<file path="config.mk">
export PLATFORM = sky130hd
export DESIGN_NAME = csv_field_splitter
export DESIGN_NICKNAME = d
export VERILOG_FILES = /design/src/csvs_pkg.sv /design/src/csvs_parser.sv /design/src/csv_field_splitter.sv
export SDC_FILE = /design/constraint.sdc
export NUM_CORES = 1
export LEC_CHECK = 0
export BUFFER_PORTS_ARGS = -buffer_cell sky130_fd_sc_hd__buf_2
export CORE_MARGIN = 1
export CORE_UTILIZATION = 45
export DETAILED_ROUTE_END_ITERATION = 16
export GPL_TIMING_DRIVEN = 0
export PLACE_DENSITY = 0.66
export SLEW_MARGIN = 20
export SYNTH_ARGS = -nofsm -noshare
export SYNTH_HDL_FRONTEND = slang
export SYNTH_SLANG_ARGS = --single-unit
</file>
<file path="constraint.sdc">
create_clock -name i_clk -period 4.4 [get_ports i_clk]
set_input_delay 0 -clock i_clk [delete_from_list [all_inputs] [get_ports i_clk]]
set_output_delay 0 -clock i_clk [all_outputs]
set_load 0.005 [all_outputs]
</file>
<file path="src/csvs_pkg.sv">
// ----------------------------------------------------------------------------
// csvs_pkg
// Types and constants shared by the CSV field splitter modules.
// ----------------------------------------------------------------------------
package csvs_pkg;

    localparam logic [7:0] CH_QUOTE = 8'h22;
    localparam logic [7:0] CH_COMMA = 8'h2C;

    // result kinds
    localparam logic [1:0] KIND_DATA = 2'd0;
    localparam logic [1:0] KIND_FEND = 2'd1;
    localparam logic [1:0] KIND_LEND = 2'd2;

    // configuration register indexes
    localparam logic [1:0] CFG_FIELD_LIMIT = 2'd0;
    localparam logic [1:0] CFG_BYTE_BUDGET = 2'd1;

    localparam logic [7:0]  FIELD_LIMIT_RST = 8'd32;
    localparam logic [15:0] BYTE_BUDGET_RST = 16'd4096;

    typedef enum logic [2:0] {
        M_START  = 3'd0,
        M_PLAIN  = 3'd1,
        M_QUOTED = 3'd2,
        M_QSEEN  = 3'd3,
        M_SKIP   = 3'd4,
        M_STOP   = 3'd5
    } t_mode;

    typedef struct packed {
        logic [1:0] kind;
        logic [7:0] data_byte;
        logic [7:0] field_index;
        logic [7:0] field_count;
    } t_result;

    // up to three results caused by one input word, packed from res0 upward
    typedef struct packed {
        logic [1:0] cnt;
        t_result    res0;
        t_result    res1;
        t_result    res2;
    } t_bundle;

endpackage

</file>
<file path="src/csvs_parser.sv">
// ----------------------------------------------------------------------------
// csvs_parser
// Line parse state and the per-byte step: turns one accepted byte into a
// bundle of up to three results and advances mode, field and byte counts.
// ----------------------------------------------------------------------------
module csvs_parser (
    input  logic             i_clk,
    input  logic             i_rst_n,
    input  logic             i_accept,
    input  logic [7:0]       i_line_byte,
    input  logic             i_line_last,
    input  logic [7:0]       i_field_limit,
    input  logic [15:0]      i_byte_budget,
    output csvs_pkg::t_bundle o_bundle
);

    csvs_pkg::t_mode r_mode;
    csvs_pkg::t_mode n_mode;
    logic [7:0]      r_opened;
    logic [7:0]      n_opened;
    logic [15:0]     r_used;
    logic [15:0]     n_used;

    // step decode
    csvs_pkg::t_mode step_mode;
    logic [7:0]      step_opened;
    logic            act_store;
    logic            act_end;
    logic [7:0]      store_byte;
    logic            can_store;
    logic            can_open;
    logic            can_term;
    logic            tail_end;
    logic [7:0]      field_idx;

    csvs_pkg::t_result cand_step;
    csvs_pkg::t_result cand_fend;
    csvs_pkg::t_result cand_lend;

    assign can_store = ({1'b0, r_used} + 17'd1) < {1'b0, i_byte_budget};
    assign can_term  = r_used < i_byte_budget;
    assign can_open  = (r_opened < i_field_limit) && can_store;

    // decide what this byte does within the line
    always_comb begin
        step_mode   = r_mode;
        step_opened = r_opened;
        act_store   = 1'b0;
        act_end     = 1'b0;
        store_byte  = i_line_byte;
        case (r_mode)
            csvs_pkg::M_START: begin
                if (can_open) begin
                    step_opened = r_opened + 8'd1;
                    if (i_line_byte == csvs_pkg::CH_QUOTE) begin
                        step_mode = csvs_pkg::M_QUOTED;
                    end else if (i_line_byte == csvs_pkg::CH_COMMA) begin
                        act_end = 1'b1;
                    end else begin
                        step_mode = csvs_pkg::M_PLAIN;
                        act_store = 1'b1;
                    end
                end else begin
                    step_mode = csvs_pkg::M_STOP;
                end
            end
            csvs_pkg::M_PLAIN: begin
                if (i_line_byte == csvs_pkg::CH_COMMA) begin
                    act_end = 1'b1;
                end else begin
                    act_store = 1'b1;
                end
            end
            csvs_pkg::M_QUOTED: begin
                if (i_line_byte == csvs_pkg::CH_QUOTE) begin
                    step_mode = csvs_pkg::M_QSEEN;
                end else begin
                    act_store = 1'b1;
                end
            end
            csvs_pkg::M_QSEEN: begin
                if (i_line_byte == csvs_pkg::CH_QUOTE) begin
                    act_store  = 1'b1;
                    store_byte = csvs_pkg::CH_QUOTE;
                    step_mode  = csvs_pkg::M_QUOTED;
                end else if (i_line_byte == csvs_pkg::CH_COMMA) begin
                    act_end = 1'b1;
                end else begin
                    step_mode = csvs_pkg::M_SKIP;
                end
            end
            csvs_pkg::M_SKIP: begin
                if (i_line_byte == csvs_pkg::CH_COMMA) begin
                    act_end = 1'b1;
                end
            end
            default: begin
                step_mode = csvs_pkg::M_STOP;
            end
        endcase
        if (act_end) begin
            step_mode = csvs_pkg::M_START;
        end
    end

    // an open field at line end is closed before the line end
    assign tail_end = i_line_last && (step_mode inside {csvs_pkg::M_PLAIN,
        csvs_pkg::M_QUOTED, csvs_pkg::M_QSEEN, csvs_pkg::M_SKIP});

    // next state
    always_comb begin
        n_mode   = step_mode;
        n_opened = step_opened;
        n_used   = r_used;
        if ((act_store && can_store) || (act_end && can_term)) begin
            n_used = r_used + 16'd1;
        end
        if (i_line_last) begin
            n_mode   = csvs_pkg::M_START;
            n_opened = 8'd0;
            n_used   = 16'd0;
        end
    end

    // results
    assign field_idx = step_opened - 8'd1;

    always_comb begin
        logic p0;
        p0 = (act_store && can_store) || act_end;

        cand_step.kind        = act_end ? csvs_pkg::KIND_FEND : csvs_pkg::KIND_DATA;
        cand_step.data_byte   = act_end ? 8'd0 : store_byte;
        cand_step.field_index = field_idx;
        cand_step.field_count = 8'd0;

        cand_fend.kind        = csvs_pkg::KIND_FEND;
        cand_fend.data_byte   = 8'd0;
        cand_fend.field_index = field_idx;
        cand_fend.field_count = 8'd0;

        cand_lend.kind        = csvs_pkg::KIND_LEND;
        cand_lend.data_byte   = 8'd0;
        cand_lend.field_index = 8'd0;
        cand_lend.field_count = step_opened;

        // a tail field end only comes with a line end, so pack toward res0
        o_bundle.res0 = p0 ? cand_step : (tail_end ? cand_fend : cand_lend);
        o_bundle.res1 = p0 ? (tail_end ? cand_fend : cand_lend) : cand_lend;
        o_bundle.res2 = cand_lend;
        o_bundle.cnt  = {1'b0, p0} + {1'b0, tail_end} + {1'b0, i_line_last};
    end

    always_ff @(posedge i_clk) begin
        if (!i_rst_n) begin
            r_mode   <= csvs_pkg::M_START;
            r_opened <= 8'd0;
            r_used   <= 16'd0;
        end else if (i_accept) begin
            r_mode   <= n_mode;
            r_opened <= n_opened;
            r_used   <= n_used;
        end
    end

endmodule

</file>
<file path="src/csv_field_splitter.sv">
// ----------------------------------------------------------------------------
// csv_field_splitter
// Splits a CSV line, one byte per input word, into field data, field end and
// line end result words.
// ----------------------------------------------------------------------------
// Input channel: i_valid / o_stall carry i_line_byte and i_line_last; the
// line comes without its end-of-line characters, line_last marks its final
// byte. Output channel: o_valid / i_stall carry one result word per cycle unless stalled:
// o_kind (data byte, field end, line end), o_data_byte, o_field_index,
// o_field_count, and o_last on the final result caused by one input byte.
// Configuration: i_cfg_wr_en writes i_cfg_data into register i_cfg_idx
// (0 field limit, 1 byte budget); write only while the block is idle.
// Results of a byte are registered and appear in the cycle after it is accepted.
// Throughput: one byte per cycle while each byte causes at most one result
// and the receiver does not stall; a byte that causes several results holds
// the input until its last word leaves, because the result buffer drains one
// word per cycle unless stalled. A byte that causes no result does not hold it.
// Reset: parse state returns to field start with zero fields and bytes used,
// the result buffer empties and the registers take 32 and 4096.
// Receiver stall: the current result word holds; the input is stalled until
// the buffer is down to the word being taken.
// ----------------------------------------------------------------------------
module csv_field_splitter (
    input  logic        i_clk,
    input  logic        i_rst_n,
    input  logic        i_cfg_wr_en,
    input  logic [1:0]  i_cfg_idx,
    input  logic [15:0] i_cfg_data,
    input  logic        i_valid,
    output logic        o_stall,
    input  logic [7:0]  i_line_byte,
    input  logic        i_line_last,
    output logic        o_valid,
    input  logic        i_stall,
    output logic [1:0]  o_kind,
    output logic [7:0]  o_data_byte,
    output logic [7:0]  o_field_index,
    output logic [7:0]  o_field_count,
    output logic        o_last
);

    logic [7:0]        r_field_limit;
    logic [15:0]       r_byte_budget;
    csvs_pkg::t_result r_q [3];
    logic [1:0]        r_cnt;

    csvs_pkg::t_bundle bundle;
    logic              accept;
    logic              take;

    always_ff @(posedge i_clk) begin
        if (!i_rst_n) begin
            r_field_limit <= csvs_pkg::FIELD_LIMIT_RST;
            r_byte_budget <= csvs_pkg::BYTE_BUDGET_RST;
        end else if (i_cfg_wr_en) begin
            if (i_cfg_idx == csvs_pkg::CFG_FIELD_LIMIT) begin
                r_field_limit <= i_cfg_data[7:0];
            end else if (i_cfg_idx == csvs_pkg::CFG_BYTE_BUDGET) begin
                r_byte_budget <= i_cfg_data;
            end
        end
    end

    assign take    = (r_cnt != 2'd0) && !i_stall;
    // take a new byte once the buffer is empty or its last word leaves now
    assign o_stall = !((r_cnt == 2'd0) || ((r_cnt == 2'd1) && !i_stall));
    assign accept  = i_valid && !o_stall;

    csvs_parser u_parser (
        .i_clk         (i_clk),
        .i_rst_n       (i_rst_n),
        .i_accept      (accept),
        .i_line_byte   (i_line_byte),
        .i_line_last   (i_line_last),
        .i_field_limit (r_field_limit),
        .i_byte_budget (r_byte_budget),
        .o_bundle      (bundle)
    );

    always_ff @(posedge i_clk) begin
        if (!i_rst_n) begin
            r_cnt <= 2'd0;
        end else if (accept) begin
            r_cnt <= bundle.cnt;
        end else if (take) begin
            r_cnt <= r_cnt - 2'd1;
        end
    end

    // payload: load a fresh bundle or advance by one word
    always_ff @(posedge i_clk) begin
        if (accept) begin
            r_q[0] <= bundle.res0;
            r_q[1] <= bundle.res1;
            r_q[2] <= bundle.res2;
        end else if (take) begin
            r_q[0] <= r_q[1];
            r_q[1] <= r_q[2];
        end
    end

    assign o_valid       = r_cnt != 2'd0;
    assign o_last        = r_cnt == 2'd1;
    assign o_kind        = r_q[0].kind;
    assign o_data_byte   = r_q[0].data_byte;
    assign o_field_index = r_q[0].field_index;
    assign o_field_count = r_q[0].field_count;

endmodule

</file>
==> flow_summary.json, run 1 <==
{
  "p_leak_nw": 3.13,
  "crit_type": "flop to flop",
  "yosysTopAreaCell": "edfxtp_1",
  "end_kind": "flop",
  "max_stage_delay_ps": 400,
  "period_needed_ps": 4180,
  "placed_cells": 897,
  "die_h_um": 119,
  "grt_pass1_vias": 4773,
  "num_rows": 42,
  "comb_power_share_pct": 29.7,
  "async_flop_share_pct": 0,
  "start_kind": "flop",
  "status": "finished clean",
  "via_count": 4952,
  "gp_congestion": 0.867,
  "synth_edf_count": 52,
  "clock.fmax_mhz": 239,
  "portBuffers": 59,
  "final_max_slew_viol_count": 0,
  "yosysTopAreaCellShare_pct": 25.3,
  "grt_pass1_wl_mm": 23.2,
  "ys.flop_type": "dfxtp_1",
  "nets": 837,
  "utilization_pct": 56.1,
  "route.detailed.drc": 0,
  "totalNegativeSetupSlack_ps": 0,
  "cpMaxStageDelayCell": "dfxtp_1",
  "power_switching_mw": 0.952,
  "synth_warnings": 0,
  "final_cells": 943,
  "grt-ovfl-total": 0,
  "ys_types": 74,
  "drt_first_pass_iters": 4,
  "clock_skew_ps": 9.66,
  "cts_sinks": 105,
  "holdPathStages": 2,
  "n_antenna_cell": 0,
  "start_util_pct": 46.5,
  "antenna_left": 0,
  "yosysSeqAreaShare_pct": 42.5,
  "syn_avg_cell_area_um2": 9.35,
  "critical-path-top-delay-family": "simple AND/OR/NAND/NOR gates",
  "dp_worst_setup_slack_ps": -475,
  "root_buffer": "clkbuf_16",
  "ir_drop_mv": 0.225,
  "synth.most_common_cell": "nand2_1",
  "io_pins": 61,
  "cp_cell_sequence": "ha_2 -> and3_2 -> nand3_1 -> and2_1 -> or2_2 -> ha_1 -> a211oi_1 -> o21ai_0 -> nand4_1 -> nor2_4 -> buf_4 -> nor4_2 -> clkbuf_2 -> and2_4 -> nor2_2 -> a22o_1",
  "setup_viol": 0,
  "r2r.worst_path.cells": 16,
  "vias_per_cell": 5.25,
  "routed_wl_mm": 13.8,
  "switching_share_pct": 31.0,
  "grt_max_degree": 28,
  "required_ps": 4510,
  "dieArea_mm2": 0.0142,
  "synthesis.nets": 736,
  "syn_to_final_growth_pct": 20.7,
  "holdCritPathClass": "input port to flop",
  "pwr-share-seq_pct": 43.9,
  "antenna_found_initial": 0,
  "cts_inserted_buffers": 9,
  "synth.area.top_cells": "edfxtp_1, dfxtp_1, ha_1, nand2_1, buf_4",
  "yosys-top-cells-count": "nand2_1, dfxtp_1, edfxtp_1",
  "fin_crit_sh_pct": 95.1,
  "clk_latency_ps": 360,
  "setup_ws_ps": 217,
  "pwr-share-clk_pct": 26.4,
  "max_slew_margin_pct": 53.7,
  "drtIter0Drc": 325,
  "max-clock-path-buffers": 2,
  "ys_seq_elements": 105,
  "crit_arrival_ps": 4300,
  "crit_cells": 16,
  "stdcell_area_mm2": 0.00746,
  "cp_num_buf_inv": 2,
  "grtUsageTotal_pct": 20.7,
  "design.core.area_mm2": 0.0133,
  "syn_inst": 661,
  "p_int_mw": 2.12,
  "cts_tree": "built",
  "postPlaceCellArea_mm2": 0.00673,
  "cts.htree.levels": 3,
  "clk_pin_slew_ps": 80,
  "worstPathMaxFanout": 10,
  "die_w_um": 119,
  "syn-cell-area_mm2": 0.00618,
  "hpwl_mm": 10.2,
  "hold_viol": 0,
  "drv_cap": 0,
  "worst_pin_slew_ps": 692,
  "power_density_mw_per_mm2": 412,
  "drive_gt1_share_pct": 22.3,
  "routedWlPerCell_um": 14.6
}
## layer usage
metal	vias up	global-route usage (%)	part of all wire, %
li1	2517	-	-
met1	2309	28.0	48
met2	108	33.3	46
met3	18	3.40	3.8
met4	0	7.36	1.8
met5	-	0	0
## power by group through the flow
stage               clock network [mW]  logic (mW)  registers (mW)
floorplan                            0       0.578            1.37
global placement                     0       0.821            1.39
detailed placement                   0       0.868            1.37
CTS                              0.824       0.903            1.35
global route                     0.859        1.01            1.37
finish                           0.809       0.912            1.35
## flip-flops by register name, indices dropped and copies added (netlist names)
register,flops
r_byte_budget,16
r_cnt,2
r_field_limit,8
r_q,52
u_parser.r_mode,3
u_parser.r_opened,8
u_parser.r_used,16
## worst register-to-register path: stages, from the launching register on
cell and delay, ps:
dfxtp_1 400, ha_2 240, and3_2 240, nand3_1 100
and2_1 190, or2_2 300, ha_1 300, a211oi_1 300
o21ai_0 190, nand4_1 230, nor2_4 110, buf_4 150
nor4_2 400, clkbuf_2 280, and2_4 220, nor2_2 80
a22o_1 220
## area by class of cell
class	count	area, um2
plain buffers	51	312
clock inverters	7	75.1
multi-input cells	465	3250
repair buffers	90	603
inverters	40	150
flip-flops and latches	105	2630
clock buffers	9	225
well taps	176	220
fillers	1187	5840
## what timing repair did
item                                    CTS  global route
pin swaps                                 3             7
hold buffers                             22             0
gates cloned                              0             0
setup buffers                             3             5
endpoints found under the hold margin    30             0
endpoints found under the setup margin   45            52
resized for setup                        10            20
## cells in the final DEF (no fill, tap or decap), types with 22 or more instances in the layout
master	n
inv_1	39
nand2_1	97
nor2_1	37
o21ai_0	30
edfxtp_1	52
dlygate4sd3_1	22
a21oi_1	23
ha_1	40
dfxtp_1	51
buf_4	36
buf_2	61
## per-stage QoR
step | power (mW) | hold slack, ps
3_5_place_dp | 2.24 | 259
4_1_cts | 3.08 | 0.308
2_1_floorplan | 1.95 | 101
3_3_place_gp | 2.21 | 232
6_report | 3.07 | 15.0
5_1_grt | 3.23 | 24.1
## worst paths after layout
| path | start | end | slack, ps |
|---|---|---|---|
| max | u_parser.r_used[1] | r_q[0][27] | 220 |
| min | i_line_byte[3] | r_q[0][19] | 20 |
| max reg2reg | u_parser.r_used[1] | r_q[0][27] | 220 |
| min reg2reg | r_byte_budget[5] | r_byte_budget[5] | 470 |
## logic make-up after synthesis
logic type / synth area share, %
muxes: 0.830
DFF: 42.5
and+or+nand+nor: 21.2
xor gates and xnor gates: 3.08
buffers and inverters: 7.43
AOI/OAI and AO/OA: 16.2
adders and majority gates: 8.83
Note: power is estimated with default switching activity, not from simulation.
==> inputs of run 2 (changes only) <==
CORE_ASPECT_RATIO = 0.8   (was unset)
CORE_MARGIN = unset   (was 1)
==> flow_summary.json, run 2 (synthesis gave the netlist of run 1 again) <==
{
  "power_density_mw_per_mm2": 417,
  "crit_arrival_ps": 4440,
  "routedWlPerCell_um": 15.2,
  "hold_ws_ps": 4.36,
  "grt_busiest_layer": "met2",
  "clk_latency_ps": 350,
  "holdCritPathClass": "input port to flop",
  "holdPathStages": 2,
  "cts_tree": "built",
  "worst_pin_slew_ps": 907,
  "drv_cap": 0,
  "drtIter0Drc": 423,
  "top_register": "r_q",
  "die_h_um": 107,
  "grt_pass1_wl_mm": 23.8,
  "vias_per_cell": 5.41,
  "grt-ovfl-total": 0,
  "period_needed_ps": 4190,
  "via_count": 5083,
  "final_max_slew_viol_count": 0,
  "clock_skew_ps": 11.4,
  "largest_reg_flops": 52,
  "top_regs": "r_q x52, r_byte_budget x16, u_parser.r_used x16",
  "cts_sinks": 105,
  "num_rows": 37,
  "end_kind": "flop",
  "dieArea_mm2": 0.0142,
  "max-clock-path-buffers": 2,
  "drt_first_pass_iters": 5,
  "status": "finished clean",
  "clock.fmax_mhz": 238,
  "start_kind": "flop",
  "final_cell_mix": "nand2_1, buf_2, edfxtp_1",
  "routed_wl_mm": 14.3,
  "gp_congestion": 0.868,
  "die_w_um": 133,
  "setup_viol": 0,
  "grt_max_degree": 23,
  "cts_inserted_buffers": 9,
  "final_common_cell": "nand2_1",
  "fin_crit_sh_pct": 95.3,
  "n_antenna_cell": 0,
  "portBuffers": 59,
  "ir_drop_mv": 0.215,
  "max_slew_margin_pct": 38.9,
  "syn_to_final_growth_pct": 20.6,
  "clk_pin_slew_ps": 80,
  "grt_pass1_vias": 4799,
  "fill_cells": 1160,
  "r2r.worst_path.cells": 17,
  "design.core.area_mm2": 0.0131,
  "hold_viol": 0,
  "nets": 835,
  "worstPathMaxFanout": 6,
  "placed_cells": 897,
  "use_met1_pct": 30.5,
  "crit_type": "flop to flop",
  "io_pins": 61,
  "grtUsageTotal_pct": 21.2,
  "cts.htree.levels": 3,
  "p_leak_nw": 3.14,
  "use_met2_pct": 33.0,
  "root_buffer": "clkbuf_16",
  "required_ps": 4650,
  "start_util_pct": 47.1,
  "rrSetupSlack_ps": 210,
  "route.detailed.drc": 0,
  "grt_util_met3_pct": 4.30,
  "hpwl_mm": 10.8,
  "drive_gt1_share_pct": 22.4,
  "final_cells": 940,
  "antenna_found_initial": 0,
  "antenna_left": 0,
  "power_mw": 3.11
}
==> run 2: cell count changes in the layout (fill, tap and decap cells not counted), sizes merged <==
cell,previous run,this run
buf,99,102
dlygate4sd3,22,19
clkinvlp,1,0
inv,42,44
clkinv,4,3
clkbuf,29,27
==> run 2: layer usage <==
layer | routed length (um) | vias to the layer above
met2 | 6390 | 134
li1 | - | 2525
met3 | 703 | 13
met4 | 161 | 0
met1 | 7070 | 2411
met5 | 0 | -
==> run 2: path summary, 6_finish.rpt <==
check	start	endpoint
hold reg to reg	r_byte_budget[15]	r_byte_budget[15]
setup / recovery	u_parser.r_used[0]	r_cnt[0]
hold / removal	i_line_byte[7]	r_q[0][23]
setup reg to reg	u_parser.r_used[0]	r_cnt[0]
==> run 2: area by class of cell <==
| type | instances | area, um2 | share of cell area [%] |
|---|---|---|---|
| sequential | 105 | 2630 | 35.3 |
| inverter | 40 | 150 | 2.02 |
| buffer | 51 | 309 | 4.15 |
| tap | 175 | 219 | 2.94 |
| clock inverter | 7 | 88.8 | 1.19 |
| multi-input combinational | 465 | 3240 | 43.5 |
| clock buffer | 9 | 225 | 3.02 |
| timing repair buffer | 88 | 588 | 7.89 |
==> run 2: through the flow <==
| stage | TNS (ps) | utilization [%] | setup slack [ps] | area (um2) |
|---|---|---|---|---|
| 2_1_floorplan | 0 | - | 111 | 6180 |
| 3_3_place_gp | -54230 | 51.1 | -1180 | 6690 |
| 3_5_place_dp | -2710 | 51.5 | -451 | 6750 |
| 4_1_cts | 0 | 55.8 | 2.50 | 7310 |
| 5_1_grt | -17.3 | 56.9 | -12.8 | 7450 |
| 6_report | 0 | 56.9 | 206 | 7450 |
==> run 2: report_power, final <==
group / switching [mW] / total (mW) / internal, mW
Sequential: 0.0564 / 1.35 / 1.29
Combinational: 0.501 / 0.934 / 0.433
Clock: 0.417 / 0.828 / 0.411
==> run 2: worst max-delay path: stages (launching register included) <==
cell and delay, ps:
dfxtp_2 370, ha_1 230, and3_1 250, nand3_1 130, and2_1 190, or2_2 290
ha_1 300, a211oi_1 290, o21ai_0 220, a21oi_4 210, nor2_4 100, buf_4 170
nor3b_2 310, o211a_1 250, nand2_1 80, fa_1 480, nand2_1 40, and3_1 170
==> run 2: what timing repair did <==
action                                 4_1_cts  5_1_grt
gates resized for setup                      9       18
setup buffers                                2        6
endpoints found under the hold margin       27        0
gates cloned                                 0        0
pin swaps                                    2        5
hold buffers                                19        0
setup endpoints to repair                   24       49
